## src/rtl/cubic_bezier_easing_eval_unit_assert.svh

```systemverilog
// ----------------------------------------------------------------------------
// Cubic bezier easing assertion macros
// Concurrent check macros clocked by i_clk and gated by i_rst_n.
// ----------------------------------------------------------------------------
`ifndef CUBIC_BEZIER_EASING_EVAL_UNIT_ASSERT_SVH
`define CUBIC_BEZIER_EASING_EVAL_UNIT_ASSERT_SVH

// hold cond on every active clock
`define CBE_ASSERT_ALWAYS(lbl, cond) \
    lbl: assert property (@(posedge i_clk) disable iff (!i_rst_n) (cond)) \
        else $error("cbe check failed");

// same-cycle implication
`define CBE_ASSERT_IMPL(lbl, ante, cons) \
    lbl: assert property (@(posedge i_clk) disable iff (!i_rst_n) (ante) |-> (cons)) \
        else $error("cbe check failed");

// next-cycle implication
`define CBE_ASSERT_NEXT(lbl, ante, cons) \
    lbl: assert property (@(posedge i_clk) disable iff (!i_rst_n) (ante) |=> (cons)) \
        else $error("cbe check failed");

`endif

```

## src/rtl/cbe_pkg.sv

```systemverilog
// ----------------------------------------------------------------------------
// Cubic bezier easing package
// Widths, constants, codes and shared types of the easing evaluator.
// ----------------------------------------------------------------------------
package cbe_pkg;

    localparam int FRAC_BITS    = 16;
    localparam int NEWTON_STEPS = 8;
    localparam int BISECT_STEPS = 20;

    localparam int CTRL_W  = 19;
    localparam int TOL_W   = 16;
    localparam int OUT_W   = 20;
    localparam int IDX_W   = 3;
    localparam int IN_TD_W  = 24;
    localparam int OUT_TD_W = 24;

    localparam int T_W   = FRAC_BITS + 1;
    localparam int B_W   = CTRL_W + 1;
    localparam int P_W   = T_W + 1 + B_W;
    localparam int R_W   = P_W - FRAC_BITS + 1;
    localparam int V_W   = 24;
    localparam int DVS_W = V_W - 1;
    localparam int DVD_W = DVS_W + FRAC_BITS;
    localparam int G_W   = DVD_W + 2;
    localparam int NC_W  = $clog2(NEWTON_STEPS + 1) + 1;
    localparam int BC_W  = $clog2(BISECT_STEPS + 1);
    localparam int DC_W  = $clog2(DVD_W + 1);

    localparam logic [T_W-1:0] FX_ONE = {1'b1, {FRAC_BITS{1'b0}}};
    localparam logic signed [V_W-1:0] OUT_MAX = V_W'((1 << (OUT_W - 1)) - 1);
    localparam logic signed [V_W-1:0] OUT_MIN = -V_W'(1 << (OUT_W - 1));

    localparam logic signed [CTRL_W-1:0] RST_X1 = CTRL_W'(16384);
    localparam logic signed [CTRL_W-1:0] RST_Y1 = CTRL_W'(6554);
    localparam logic signed [CTRL_W-1:0] RST_X2 = CTRL_W'(16384);
    localparam logic signed [CTRL_W-1:0] RST_Y2 = CTRL_W'(65536);
    localparam logic [TOL_W-1:0]         RST_TOL = TOL_W'(4);

    typedef enum logic [IDX_W-1:0] {
        CFG_X1  = 3'd0,
        CFG_Y1  = 3'd1,
        CFG_X2  = 3'd2,
        CFG_Y2  = 3'd3,
        CFG_LIN = 3'd4,
        CFG_TOL = 3'd5
    } t_cfg_idx;

    typedef enum logic [2:0] {
        S_IDLE,
        S_EVAL,
        S_CHECK,
        S_DIV,
        S_DONE
    } t_state;

    typedef enum logic [1:0] {
        M_NEWTON,
        M_BISECT,
        M_FINAL
    } t_mode;

    typedef enum logic [3:0] {
        OP_UU,
        OP_TT,
        OP_UUT,
        OP_UTT,
        OP_TTT,
        OP_M1,
        OP_M2,
        OP_UT,
        OP_D1,
        OP_D2,
        OP_D3
    } t_op;

    typedef struct packed {
        logic             start;
        logic [DVD_W-1:0] dividend;
        logic [DVS_W-1:0] divisor;
    } t_div_req;

endpackage

```

## src/rtl/cbe_mul.sv

```systemverilog
// ----------------------------------------------------------------------------
// Cubic bezier easing shared multiplier
// Registered fixed-point product, rounded to nearest with ties away from zero.
// ----------------------------------------------------------------------------
module cbe_mul (
    input  logic                                 i_clk,
    input  logic [cbe_pkg::T_W-1:0]              i_a,
    input  logic signed [cbe_pkg::B_W-1:0]       i_b,
    output logic signed [cbe_pkg::R_W-1:0]       o_res
);
    import cbe_pkg::*;

    logic signed [P_W-1:0]       r_prod;
    logic [P_W-1:0]              mag;
    logic [P_W-1:0]              rsum;
    logic [P_W-FRAC_BITS-1:0]    rmag;

    always_ff @(posedge i_clk) begin
        r_prod <= $signed({1'b0, i_a}) * i_b;
    end

    always_comb begin
        mag   = r_prod[P_W-1] ? P_W'(-r_prod) : P_W'(r_prod);
        rsum  = mag + P_W'(1 << (FRAC_BITS - 1));
        rmag  = rsum[P_W-1:FRAC_BITS];
        o_res = r_prod[P_W-1] ? -$signed({1'b0, rmag}) : $signed({1'b0, rmag});
    end

endmodule

```

## src/rtl/cbe_div.sv

```systemverilog
// ----------------------------------------------------------------------------
// Cubic bezier easing divider
// Restoring unsigned divider, one quotient bit per cycle.
// ----------------------------------------------------------------------------
module cbe_div (
    input  logic                          i_clk,
    input  logic                          i_rst_n,
    input  cbe_pkg::t_div_req             i_req,
    output logic                          o_done,
    output logic [cbe_pkg::DVD_W-1:0]     o_quo
);
    import cbe_pkg::*;

    logic              r_busy;
    logic              r_done;
    logic [DC_W-1:0]   r_cnt;
    logic [DVS_W-1:0]  r_rem;
    logic [DVD_W-1:0]  r_quo;
    logic [DVS_W-1:0]  r_dvs;
    logic [DVS_W:0]    rem_sh;
    logic [DVS_W+1:0]  diff;
    logic              take;

    always_comb begin
        rem_sh = {r_rem, r_quo[DVD_W-1]};
        diff   = {1'b0, rem_sh} - {2'b00, r_dvs};
        take   = !diff[DVS_W+1];
    end

    always_ff @(posedge i_clk) begin
        if (!i_rst_n) begin
            r_busy <= 1'b0;
            r_done <= 1'b0;
            r_cnt  <= '0;
        end else begin
            r_done <= 1'b0;
            if (i_req.start) begin
                r_busy <= 1'b1;
                r_cnt  <= DC_W'(DVD_W);
            end else if (r_busy) begin
                r_cnt <= r_cnt - 1'b1;
                if (r_cnt == DC_W'(1)) begin
                    r_busy <= 1'b0;
                    r_done <= 1'b1;
                end
            end
        end
    end

    always_ff @(posedge i_clk) begin
        if (i_req.start) begin
            r_quo <= i_req.dividend;
            r_rem <= '0;
            r_dvs <= i_req.divisor;
        end else if (r_busy) begin
            r_quo <= {r_quo[DVD_W-2:0], take};
            r_rem <= take ? diff[DVS_W-1:0] : rem_sh[DVS_W-1:0];
        end
    end

    assign o_done = r_done;
    assign o_quo  = r_quo;

endmodule

```

## src/rtl/cubic_bezier_easing_eval_unit.sv

```systemverilog
// Linear mode or a clamped time of 0 or 1 is answered in the cycle after accept.
// A full solve runs Newton steps, each made of curve and slope products on the
// shared multiplier and a divide on the divider, then bisection steps of curve
// products only, then the final y evaluation.
// Throughput: one request at a time. Reset is synchronous, active low, and
// loads the default ease control points, tolerance 4, linear mode off.
// ----------------------------------------------------------------------------
// Cubic bezier easing evaluator
// Solves x(t) = time by Newton then bisection on one shared multiplier.
// ----------------------------------------------------------------------------
`include "cubic_bezier_easing_eval_unit_assert.svh"

module cubic_bezier_easing_eval_unit (
    input  logic                               i_clk,
    input  logic                               i_rst_n,
    input  logic                               s_axis_tvalid,
    output logic                               s_axis_tready,
    input  logic [cbe_pkg::IN_TD_W-1:0]        s_axis_tdata,   // [18:0] time_in
    output logic                               m_axis_tvalid,
    input  logic                               m_axis_tready,
    output logic [cbe_pkg::OUT_TD_W-1:0]       m_axis_tdata,   // [19:0] eased_value
    input  logic                               i_cfg_valid,
    output logic                               o_cfg_ready,
    input  logic [cbe_pkg::IDX_W-1:0]          i_cfg_index,
    input  logic [cbe_pkg::CTRL_W-1:0]         i_cfg_data
);
    import cbe_pkg::*;

    t_state r_state, n_state;
    t_mode  r_mode;
    t_op    r_op;
    logic   r_ph;
    logic [NC_W-1:0] r_ncnt;
    logic [BC_W-1:0] r_bcnt;

    logic signed [CTRL_W-1:0] r_x1, r_y1, r_x2, r_y2;
    logic                     r_lin;
    logic [TOL_W-1:0]         r_tol;

    logic [T_W-1:0] r_time, r_g, r_lo, r_hi;
    logic [T_W-1:0] r_uu, r_tt, r_uut, r_utt, r_ttt, r_ut;
    logic signed [R_W-1:0] r_m1, r_m2, r_d1, r_d2, r_d3;
    logic signed [OUT_W-1:0] r_res;
    logic r_qneg;

    logic signed [CTRL_W-1:0] tin;
    logic [T_W-1:0]  tc;
    logic            pass;
    logic            in_acc;
    logic [T_W-1:0]  u;
    logic signed [B_W-1:0] p1, p2;
    logic [T_W-1:0]  mul_a;
    logic signed [B_W-1:0] mul_b;
    logic signed [R_W-1:0] mres;
    t_op             last_op;

    logic signed [V_W-1:0] m_sum, val, d_sum, dx, err, time_e;
    logic [V_W-1:0]  abs_err, abs_d;
    logic            err_ok, d_flat, b_gt;
    logic [T_W-1:0]  lo_n, hi_n, mid;
    logic [T_W:0]    lh_sum;
    logic signed [OUT_W-1:0] sat;

    t_div_req          div_req;
    logic              div_done;
    logic [DVD_W-1:0]  div_quo;
    logic signed [DVD_W:0] q_s;
    logic signed [G_W-1:0] g_wide;
    logic [T_W-1:0]    g_new;
    logic              n_last;
    logic              b_last;

    cbe_mul u_mul (
        .i_clk (i_clk),
        .i_a   (mul_a),
        .i_b   (mul_b),
        .o_res (mres)
    );

    cbe_div u_div (
        .i_clk   (i_clk),
        .i_rst_n (i_rst_n),
        .i_req   (div_req),
        .o_done  (div_done),
        .o_quo   (div_quo)
    );

    always_comb begin
        tin = $signed(s_axis_tdata[CTRL_W-1:0]);
        if (tin < 0) begin
            tc = '0;
        end else if (tin > $signed({2'b00, FX_ONE})) begin
            tc = FX_ONE;
        end else begin
            tc = tin[T_W-1:0];
        end
        pass   = r_lin || (tc == '0) || (tc == FX_ONE);
        in_acc = s_axis_tvalid && s_axis_tready;
    end

    always_comb begin
        u       = FX_ONE - r_g;
        p1      = (r_mode == M_FINAL) ? $signed({r_y1[CTRL_W-1], r_y1})
                                      : $signed({r_x1[CTRL_W-1], r_x1});
        p2      = (r_mode == M_FINAL) ? $signed({r_y2[CTRL_W-1], r_y2})
                                      : $signed({r_x2[CTRL_W-1], r_x2});
        last_op = (r_mode == M_NEWTON) ? OP_D3 : OP_M2;
    end

    always_comb begin
        m_sum  = V_W'(r_m1) + V_W'(r_m2);
        val    = (m_sum <<< 1) + m_sum + $signed({{(V_W-T_W){1'b0}}, r_ttt});
        d_sum  = V_W'(r_d1) + (V_W'(r_d2) <<< 1) + V_W'(r_d3);
        dx     = (d_sum <<< 1) + d_sum;
        time_e = $signed({{(V_W-T_W){1'b0}}, r_time});
        err    = val - time_e;
        abs_err = err[V_W-1] ? V_W'(-err) : V_W'(err);
        abs_d   = dx[V_W-1] ? V_W'(-dx) : V_W'(dx);
        err_ok  = abs_err < {{(V_W-TOL_W){1'b0}}, r_tol};
        d_flat  = (abs_d < {{(V_W-TOL_W){1'b0}}, r_tol}) || (dx == '0);
        b_gt    = time_e > val;
        lo_n    = b_gt ? r_g : r_lo;
        hi_n    = b_gt ? r_hi : r_g;
        lh_sum  = {1'b0, lo_n} + {1'b0, hi_n};
        mid     = lh_sum[T_W:1];
        b_last  = (r_bcnt + 1'b1) == BC_W'(BISECT_STEPS);
        if (val > OUT_MAX) begin
            sat = OUT_MAX[OUT_W-1:0];
        end else if (val < OUT_MIN) begin
            sat = OUT_MIN[OUT_W-1:0];
        end else begin
            sat = val[OUT_W-1:0];
        end
    end

    always_comb begin
        q_s    = r_qneg ? -$signed({1'b0, div_quo}) : $signed({1'b0, div_quo});
        g_wide = $signed({{(G_W-T_W){1'b0}}, r_g}) - G_W'(q_s);
        if (g_wide < 0) begin
            g_new = '0;
        end else if (g_wide > $signed({{(G_W-T_W){1'b0}}, FX_ONE})) begin
            g_new = FX_ONE;
        end else begin
            g_new = g_wide[T_W-1:0];
        end
        n_last = (r_ncnt + 1'b1) == NC_W'(NEWTON_STEPS);
    end

    always_comb begin
        n_state = r_state;
        case (r_state)
            S_IDLE: begin
                if (in_acc) n_state = pass ? S_DONE : S_EVAL;
            end
            S_EVAL: begin
                if (r_ph && (r_op == last_op)) n_state = S_CHECK;
            end
            S_CHECK: begin
                if (r_mode == M_FINAL) begin
                    n_state = S_DONE;
                end else if ((r_mode == M_NEWTON) && !err_ok && !d_flat) begin
                    n_state = S_DIV;
                end else begin
                    n_state = S_EVAL;
                end
            end
            S_DIV: begin
                if (div_done) n_state = S_EVAL;
            end
            S_DONE: begin
                if (m_axis_tready) n_state = S_IDLE;
            end
            default: n_state = S_IDLE;
        endcase
    end

    always_comb begin
        s_axis_tready    = (r_state == S_IDLE);
        m_axis_tvalid    = (r_state == S_DONE);
        m_axis_tdata     = {{(OUT_TD_W-OUT_W){1'b0}}, r_res};
        o_cfg_ready      = 1'b1;
        div_req.start    = (r_state == S_CHECK) && (r_mode == M_NEWTON) && !err_ok && !d_flat;
        div_req.dividend = {abs_err[DVS_W-1:0], {FRAC_BITS{1'b0}}};
        div_req.divisor  = abs_d[DVS_W-1:0];
        mul_a = u;
        mul_b = $signed({{(B_W-T_W){1'b0}}, u});
        case (r_op)
            OP_UU: begin
                mul_a = u;
                mul_b = $signed({{(B_W-T_W){1'b0}}, u});
            end
            OP_TT: begin
                mul_a = r_g;
                mul_b = $signed({{(B_W-T_W){1'b0}}, r_g});
            end
            OP_UUT: begin
                mul_a = r_uu;
                mul_b = $signed({{(B_W-T_W){1'b0}}, r_g});
            end
            OP_UTT: begin
                mul_a = u;
                mul_b = $signed({{(B_W-T_W){1'b0}}, r_tt});
            end
            OP_TTT: begin
                mul_a = r_tt;
                mul_b = $signed({{(B_W-T_W){1'b0}}, r_g});
            end
            OP_M1: begin
                mul_a = r_uut;
                mul_b = p1;
            end
            OP_M2: begin
                mul_a = r_utt;
                mul_b = p2;
            end
            OP_UT: begin
                mul_a = u;
                mul_b = $signed({{(B_W-T_W){1'b0}}, r_g});
            end
            OP_D1: begin
                mul_a = r_uu;
                mul_b = p1;
            end
            OP_D2: begin
                mul_a = r_ut;
                mul_b = p2 - p1;
            end
            OP_D3: begin
                mul_a = r_tt;
                mul_b = $signed({{(B_W-T_W){1'b0}}, FX_ONE}) - p2;
            end
            default: begin
                mul_a = u;
                mul_b = $signed({{(B_W-T_W){1'b0}}, u});
            end
        endcase
    end

    always_ff @(posedge i_clk) begin
        if (!i_rst_n) begin
            r_state <= S_IDLE;
            r_mode  <= M_NEWTON;
            r_op    <= OP_UU;
            r_ph    <= 1'b0;
            r_ncnt  <= '0;
            r_bcnt  <= '0;
            r_x1    <= RST_X1;
            r_y1    <= RST_Y1;
            r_x2    <= RST_X2;
            r_y2    <= RST_Y2;
            r_lin   <= 1'b0;
            r_tol   <= RST_TOL;
        end else begin
            r_state <= n_state;
            if (i_cfg_valid && o_cfg_ready) begin
                case (i_cfg_index)
                    CFG_X1:  r_x1  <= i_cfg_data;
                    CFG_Y1:  r_y1  <= i_cfg_data;
                    CFG_X2:  r_x2  <= i_cfg_data;
                    CFG_Y2:  r_y2  <= i_cfg_data;
                    CFG_LIN: r_lin <= i_cfg_data[0];
                    CFG_TOL: r_tol <= i_cfg_data[TOL_W-1:0];
                    default: ;
                endcase
            end
            case (r_state)
                S_IDLE: begin
                    if (in_acc) begin
                        r_mode <= (NEWTON_STEPS == 0) ? M_BISECT : M_NEWTON;
                        r_op   <= OP_UU;
                        r_ph   <= 1'b0;
                        r_ncnt <= '0;
                        r_bcnt <= '0;
                    end
                end
                S_EVAL: begin
                    r_ph <= !r_ph;
                    if (r_ph) r_op <= (r_op == last_op) ? OP_UU : t_op'(r_op + 1'b1);
                end
                S_CHECK: begin
                    if (r_mode == M_NEWTON) begin
                        if (err_ok) begin
                            r_mode <= M_FINAL;
                        end else if (d_flat) begin
                            r_mode <= M_BISECT;
                        end
                    end else if (r_mode == M_BISECT) begin
                        r_bcnt <= r_bcnt + 1'b1;
                        if (err_ok || b_last) r_mode <= M_FINAL;
                    end
                end
                S_DIV: begin
                    if (div_done) begin
                        r_ncnt <= r_ncnt + 1'b1;
                        if (n_last) r_mode <= M_BISECT;
                    end
                end
                default: ;
            endcase
        end
    end

    always_ff @(posedge i_clk) begin
        case (r_state)
            S_IDLE: begin
                if (in_acc) begin
                    r_time <= tc;
                    r_g    <= tc;
                    r_lo   <= '0;
                    r_hi   <= FX_ONE;
                    r_res  <= $signed({{(OUT_W-T_W){1'b0}}, tc});
                end
            end
            S_EVAL: begin
                if (r_ph) begin
                    case (r_op)
                        OP_UU:   r_uu  <= mres[T_W-1:0];
                        OP_TT:   r_tt  <= mres[T_W-1:0];
                        OP_UUT:  r_uut <= mres[T_W-1:0];
                        OP_UTT:  r_utt <= mres[T_W-1:0];
                        OP_TTT:  r_ttt <= mres[T_W-1:0];
                        OP_M1:   r_m1  <= mres;
                        OP_M2:   r_m2  <= mres;
                        OP_UT:   r_ut  <= mres[T_W-1:0];
                        OP_D1:   r_d1  <= mres;
                        OP_D2:   r_d2  <= mres;
                        OP_D3:   r_d3  <= mres;
                        default: ;
                    endcase
                end
            end
            S_CHECK: begin
                case (r_mode)
                    M_NEWTON: begin
                        r_qneg <= err[V_W-1] ^ dx[V_W-1];
                        if (!err_ok && d_flat) begin
                            r_g  <= r_time;
                            r_lo <= '0;
                            r_hi <= FX_ONE;
                        end
                    end
                    M_BISECT: begin
                        if (!err_ok) begin
                            r_lo <= lo_n;
                            r_hi <= hi_n;
                            r_g  <= mid;
                        end
                    end
                    M_FINAL: r_res <= sat;
                    default: ;
                endcase
            end
            S_DIV: begin
                if (div_done) begin
                    if (n_last) begin
                        r_g  <= r_time;
                        r_lo <= '0;
                        r_hi <= FX_ONE;
                    end else begin
                        r_g <= g_new;
                    end
                end
            end
            default: ;
        endcase
    end

    `CBE_ASSERT_IMPL(a_g_in_range, r_state != S_IDLE, r_g <= FX_ONE)
    `CBE_ASSERT_IMPL(a_div_nonzero, div_req.start, div_req.divisor != '0)
    `CBE_ASSERT_IMPL(a_div_in_newton, r_state == S_DIV, r_mode == M_NEWTON)
    `CBE_ASSERT_IMPL(a_bisect_order, r_mode == M_BISECT && r_state != S_IDLE, r_lo <= r_hi)
    `CBE_ASSERT_NEXT(a_accept_leaves_idle, s_axis_tvalid && s_axis_tready, r_state != S_IDLE)

endmodule
```

## config.mk

```make
export PLATFORM = sky130hd
export DESIGN_NAME = cubic_bezier_easing_eval_unit
export DESIGN_NICKNAME = d
export VERILOG_FILES = /design/src/rtl/cbe_pkg.sv /design/src/rtl/cbe_mul.sv /design/src/rtl/cbe_div.sv /design/src/rtl/cubic_bezier_easing_eval_unit.sv
export VERILOG_INCLUDE_DIRS = /design/src /design/src/rtl
export SDC_FILE = /design/constraint.sdc
export NUM_CORES = 2
export LEC_CHECK = 0
export BUFFER_PORTS_ARGS = -buffer_cell sky130_fd_sc_hd__buf_4
export CORE_ASPECT_RATIO = 1.2
export CORE_MARGIN = 4
export CORE_UTILIZATION = 55
export CTS_CLUSTER_SIZE = 14
export DETAILED_ROUTE_END_ITERATION = 12
export PLACE_DENSITY = 0.81
export SKIP_LAST_GASP = 1
export SLEW_MARGIN = 20
export SYNTH_ARGS = -nofsm -noshare
export SYNTH_HDL_FRONTEND = slang
export SYNTH_SLANG_ARGS = --single-unit
```

## constraint.sdc

```tcl
create_clock -name i_clk -period 15.5 [get_ports i_clk]
set_input_delay 0.775 -clock i_clk [delete_from_list [all_inputs] [get_ports i_clk]]
set_output_delay 0.775 -clock i_clk [all_outputs]
set_load 0.005 [all_outputs]
```

==> summary.txt <==
Floorplanning
  • Std cell rows: between 100 and 150
  • Die area: approximately 96000 um^2
  • Ports: 78
  • Die Y: ~340 um
  • Core ar.: approximately 90000 um^2
  • Initial Util: a little under three fifths
  • Die X: approximately 280 um

Worst setup path
  • Most frequent CP cell: fa_1
  • CP endpoint kind: flop
  • Critical path class: flop to flop
  • Worst-path fanout max: 26
  • Crit-path max cell delay: around 0.67 ns
  • FF-to-FF End: u_mul.r_prod[37]$_DFF_P_
  • CP delay by family, top: compound AO/OA/AOI/OAI gates
  • Crit path buffers/inverters: 6
  • Slowest stage cell, crit path: a2111oi_0
  • R2r startpoint: r_mode[0]$_SDFFE_PN0P_
  • CP startpoint kind: flop
  • R2R depth: 44
  • Arr. time, crit path: between 10 and 15 ns
  • Reg2Reg Setup Slack: 2.99 ns
  • CP Data Required Time: roughly 16 ns

Route
  • Post-DR wirelength/cell: roughly 21 um
  • Vias per std cell: a little over 6
  • TritonRoute pass-1 iters: 8
  • DRC viols: 0
  • Vias: between 40000 and 50000
  • Starting DRT DRC Count: ~3700
  • Post-route ant nets: 0
  • Routed wire length: around 140 mm

Placed design
  • GPL Wtd Cong: 0.958
  • Port bufs: 67
  • Post-DP HPWL: about 100 mm

Logic synthesis
  • Seq/Total Area, Yosys: 29.1%
  • Area share of and/or/nand/nor cells after synthesis: 17.2%
  • Distinct cells, synth: 103
  • Syn Inst Count: between 5000 and 6000
  • Compound-Gate Fraction of Synth Area: between 10% and 20%
  • Avg Inst Size Synth: between 9 and 10 um^2
  • XOR/XNOR Fraction of Synth Area: between 6 and 7%
  • Post-Syn Area: 50000 um^2
  • Mux contribution to synthesized area: around 2.8%
  • Top FF cell, synth: edfxtp_1
  • Seq cells post-synth: 550
  • Post-synth EDFFs: 352
  • Largest family of logic cells by synthesized area: adder cells
  • Post-Synth Adder-Cell Area: a little under a quarter
  • YS warnings: 0
  • FFs w/ async S/R, synth: 0%

Status
  • Status: finished, final reports clean

CTS
  • Setup bufs post-CTS: 0
  • # clock sinks: 550
  • Max H-tree Level: 2
  • Max Root-Sink Buffers: 3
  • Post-CTS Hold Fix Bufs: 0
  • Num CTS Buffers: 58
  • CTS tree: done
  • CTS resizes: 0
  • Clock root buffer: clkbuf_16
  • CTS clk-pin slew, worst paths: approximately 0.060 ns
  • Clock latency on the worst-skew pair: between 0.6 and 0.7 ns

Timing
  • Slew headroom: 22.4%
  • Min Clock Period, post-route: ~13 ns
  • Hold violation count in the final report: 0
  • Slew at the pin with the worst max-slew slack: 1.16 ns
  • Setup total negative slack: 0 ns
  • Unrepaired setup endpoints after global routing: false
  • Setup violators final: 0
  • Final period util: 80.7%
  • Max Clk Rate: between 70 and 80 MHz
  • Clk_skew: 0.0724 ns
  • Final Max Slew Viols: 0

Worst hold path
  • HP Class: input port to flop
  • Hold EP: r_y2[16]$_SDFFE_PN1P_
  • Hold path depth: 3
  • Worst hold start: i_cfg_data[16]

Flow run
  • Max Cap Violations: 0

Layout
  • Nets: a little over 6000
  • Fraction of layout cells with a size suffix above 1: 7.35%
  • Ant. Diodes: 0
  • Area growth, synth to finish: 7.77%

GRT
  • Largest net degree at the start of global routing: 120
  • Vias in the first global route: around 40000
  • Initial antenna violation count: 3
  • Overall global routing resource usage: between 20 and 30%
  • First-pass GRT wire length: ~220 mm
  • Gr ovfl total: 0
kinds of logic (layout without fill, tap and decap cells):
family / after synthesis / count (layout)
xor+xnor: 366 / 366
fa+ha+maj: 712 / 712
compound gates: 1111 / 1111
simple gates: 1811 / 1811
flops: 550 / 550
buf+inv: 756 / 793
mux: 135 / 135
other cells: 2 / 5
per-stage QoR:
stage / worst slack, ns / util (%) / std cells / cell area [um^2] / hold slack [ns]
CTS: 3.20 / 60.0 / 6642 / 53900 / 0.333
floorplan: 3.91 / - / 5446 / 50000 / 0.435
global placement: 3.58 / 57.8 / 6532 / 51900 / 0.449
finish: 2.99 / 60.0 / 6642 / 53900 / 0.364
global route: 2.42 / 60.0 / 6642 / 53900 / 0.351
detailed placement: 3.41 / 57.8 / 6532 / 51900 / 0.459
layout make-up:
class | instances | area, um^2
Clock buffer | 86 | 1760
Clock inverter | 24 | 231
Fill cell | 7443 | 35900
Inverter | 540 | 2030
Multi-Input combinational cell | 4140 | 32800
Sequential cell | 550 | 14500
Tap cell | 1159 | 1450
Timing Repair Buffer | 143 | 1070
cell usage in the layout (no fill, tap or decap), types with 48 or more instances in the layout:
cell	n
nand2_1	633
inv_1	540
nor2_1	464
fa_1	388
edfxtp_1	352
ha_1	324
a21oi_1	234
xnor2_1	232
o21ai_0	202
dfxtp_1	197
buf_4	143
xor2_1	126
nand3_1	118
a21boi_0	96
and2_1	88
nor3_1	87
mux2i_1	86
nand2b_1	75
a21o_1	73
clkbuf_16	63
a211oi_1	53
nor2b_1	53
o21a_1	51
mux2_2	49
a22oi_1	48
how the worst max path moves through the flow:
stage                           startpoint                        to  slack, ns  depth (start not counted)
global placement    r_mode[0]$_SDFFE_PN0P_  u_mul.r_prod[37]$_DFF_P_       3.58                         44
detailed placement  r_mode[0]$_SDFFE_PN0P_  u_mul.r_prod[37]$_DFF_P_       3.41                         44
floorplan           r_mode[0]$_SDFFE_PN0P_  u_mul.r_prod[37]$_DFF_P_       3.91                         47
global route        r_mode[0]$_SDFFE_PN0P_  u_mul.r_prod[37]$_DFF_P_       2.42                         44
CTS                 r_mode[0]$_SDFFE_PN0P_  u_mul.r_prod[37]$_DFF_P_       3.20                         44
finish              r_mode[0]$_SDFFE_PN0P_  u_mul.r_prod[37]$_DFF_P_       2.99                         44
worst reg2reg max path, delay by kind of cell (launching register included):
family          cells  cell delay (ns)
compound gates     21             4.90
xor+xnor            1             0.13
fa+ha+maj           9             3.84
buf+inv             6             1.03
flops               1             0.64
mux                 2             0.29
simple gates        5             1.55
flip-flops by register name, summed over array words and instances (netlist names), 19 cells and up:
name          cells
u_div.o_quo      39
u_mul.r_prod     38
r_d1             23
r_d2             23
r_d3             23
r_m1             23
r_m2             23
u_div.r_dvs      23
u_div.r_rem      23
r_res            20
r_x1             19
r_x2             19
r_y1             19
r_y2             19
cell usage after synthesis, types with 48 or more instances:
cell type	n	area, um^2
inv_1	539	2020
a21oi_1	236	1180
a211oi_1	55	413
and2_1	89	557
nor2_1	471	1770
ha_1	324	4050
a22oi_1	48	360
a21boi_0	96	721
nand2b_1	76	475
edfxtp_1	352	10600
nand3_1	118	591
o21a_1	51	383
xnor2_1	239	2090
nor2b_1	53	332
fa_1	388	7770
o21ai_0	206	1030
dfxtp_1	198	3960
nand2_1	633	2380
clkbuf_1	179	672
a21o_1	73	548
nor3_1	93	465
mux2i_1	86	861
xor2_1	127	1110
mux2_2	49	552
routing by layer:
metal  share of wire (%)  track usage [%]
met1                  36             32.5
met2                  48             47.5
met3                 7.9             5.30
met4                 7.4             17.0
met5                   0                0
Power is left out: the tool's default activity adds up to more than one toggle a clock period on the data nets, which glitch-free logic cannot reach.
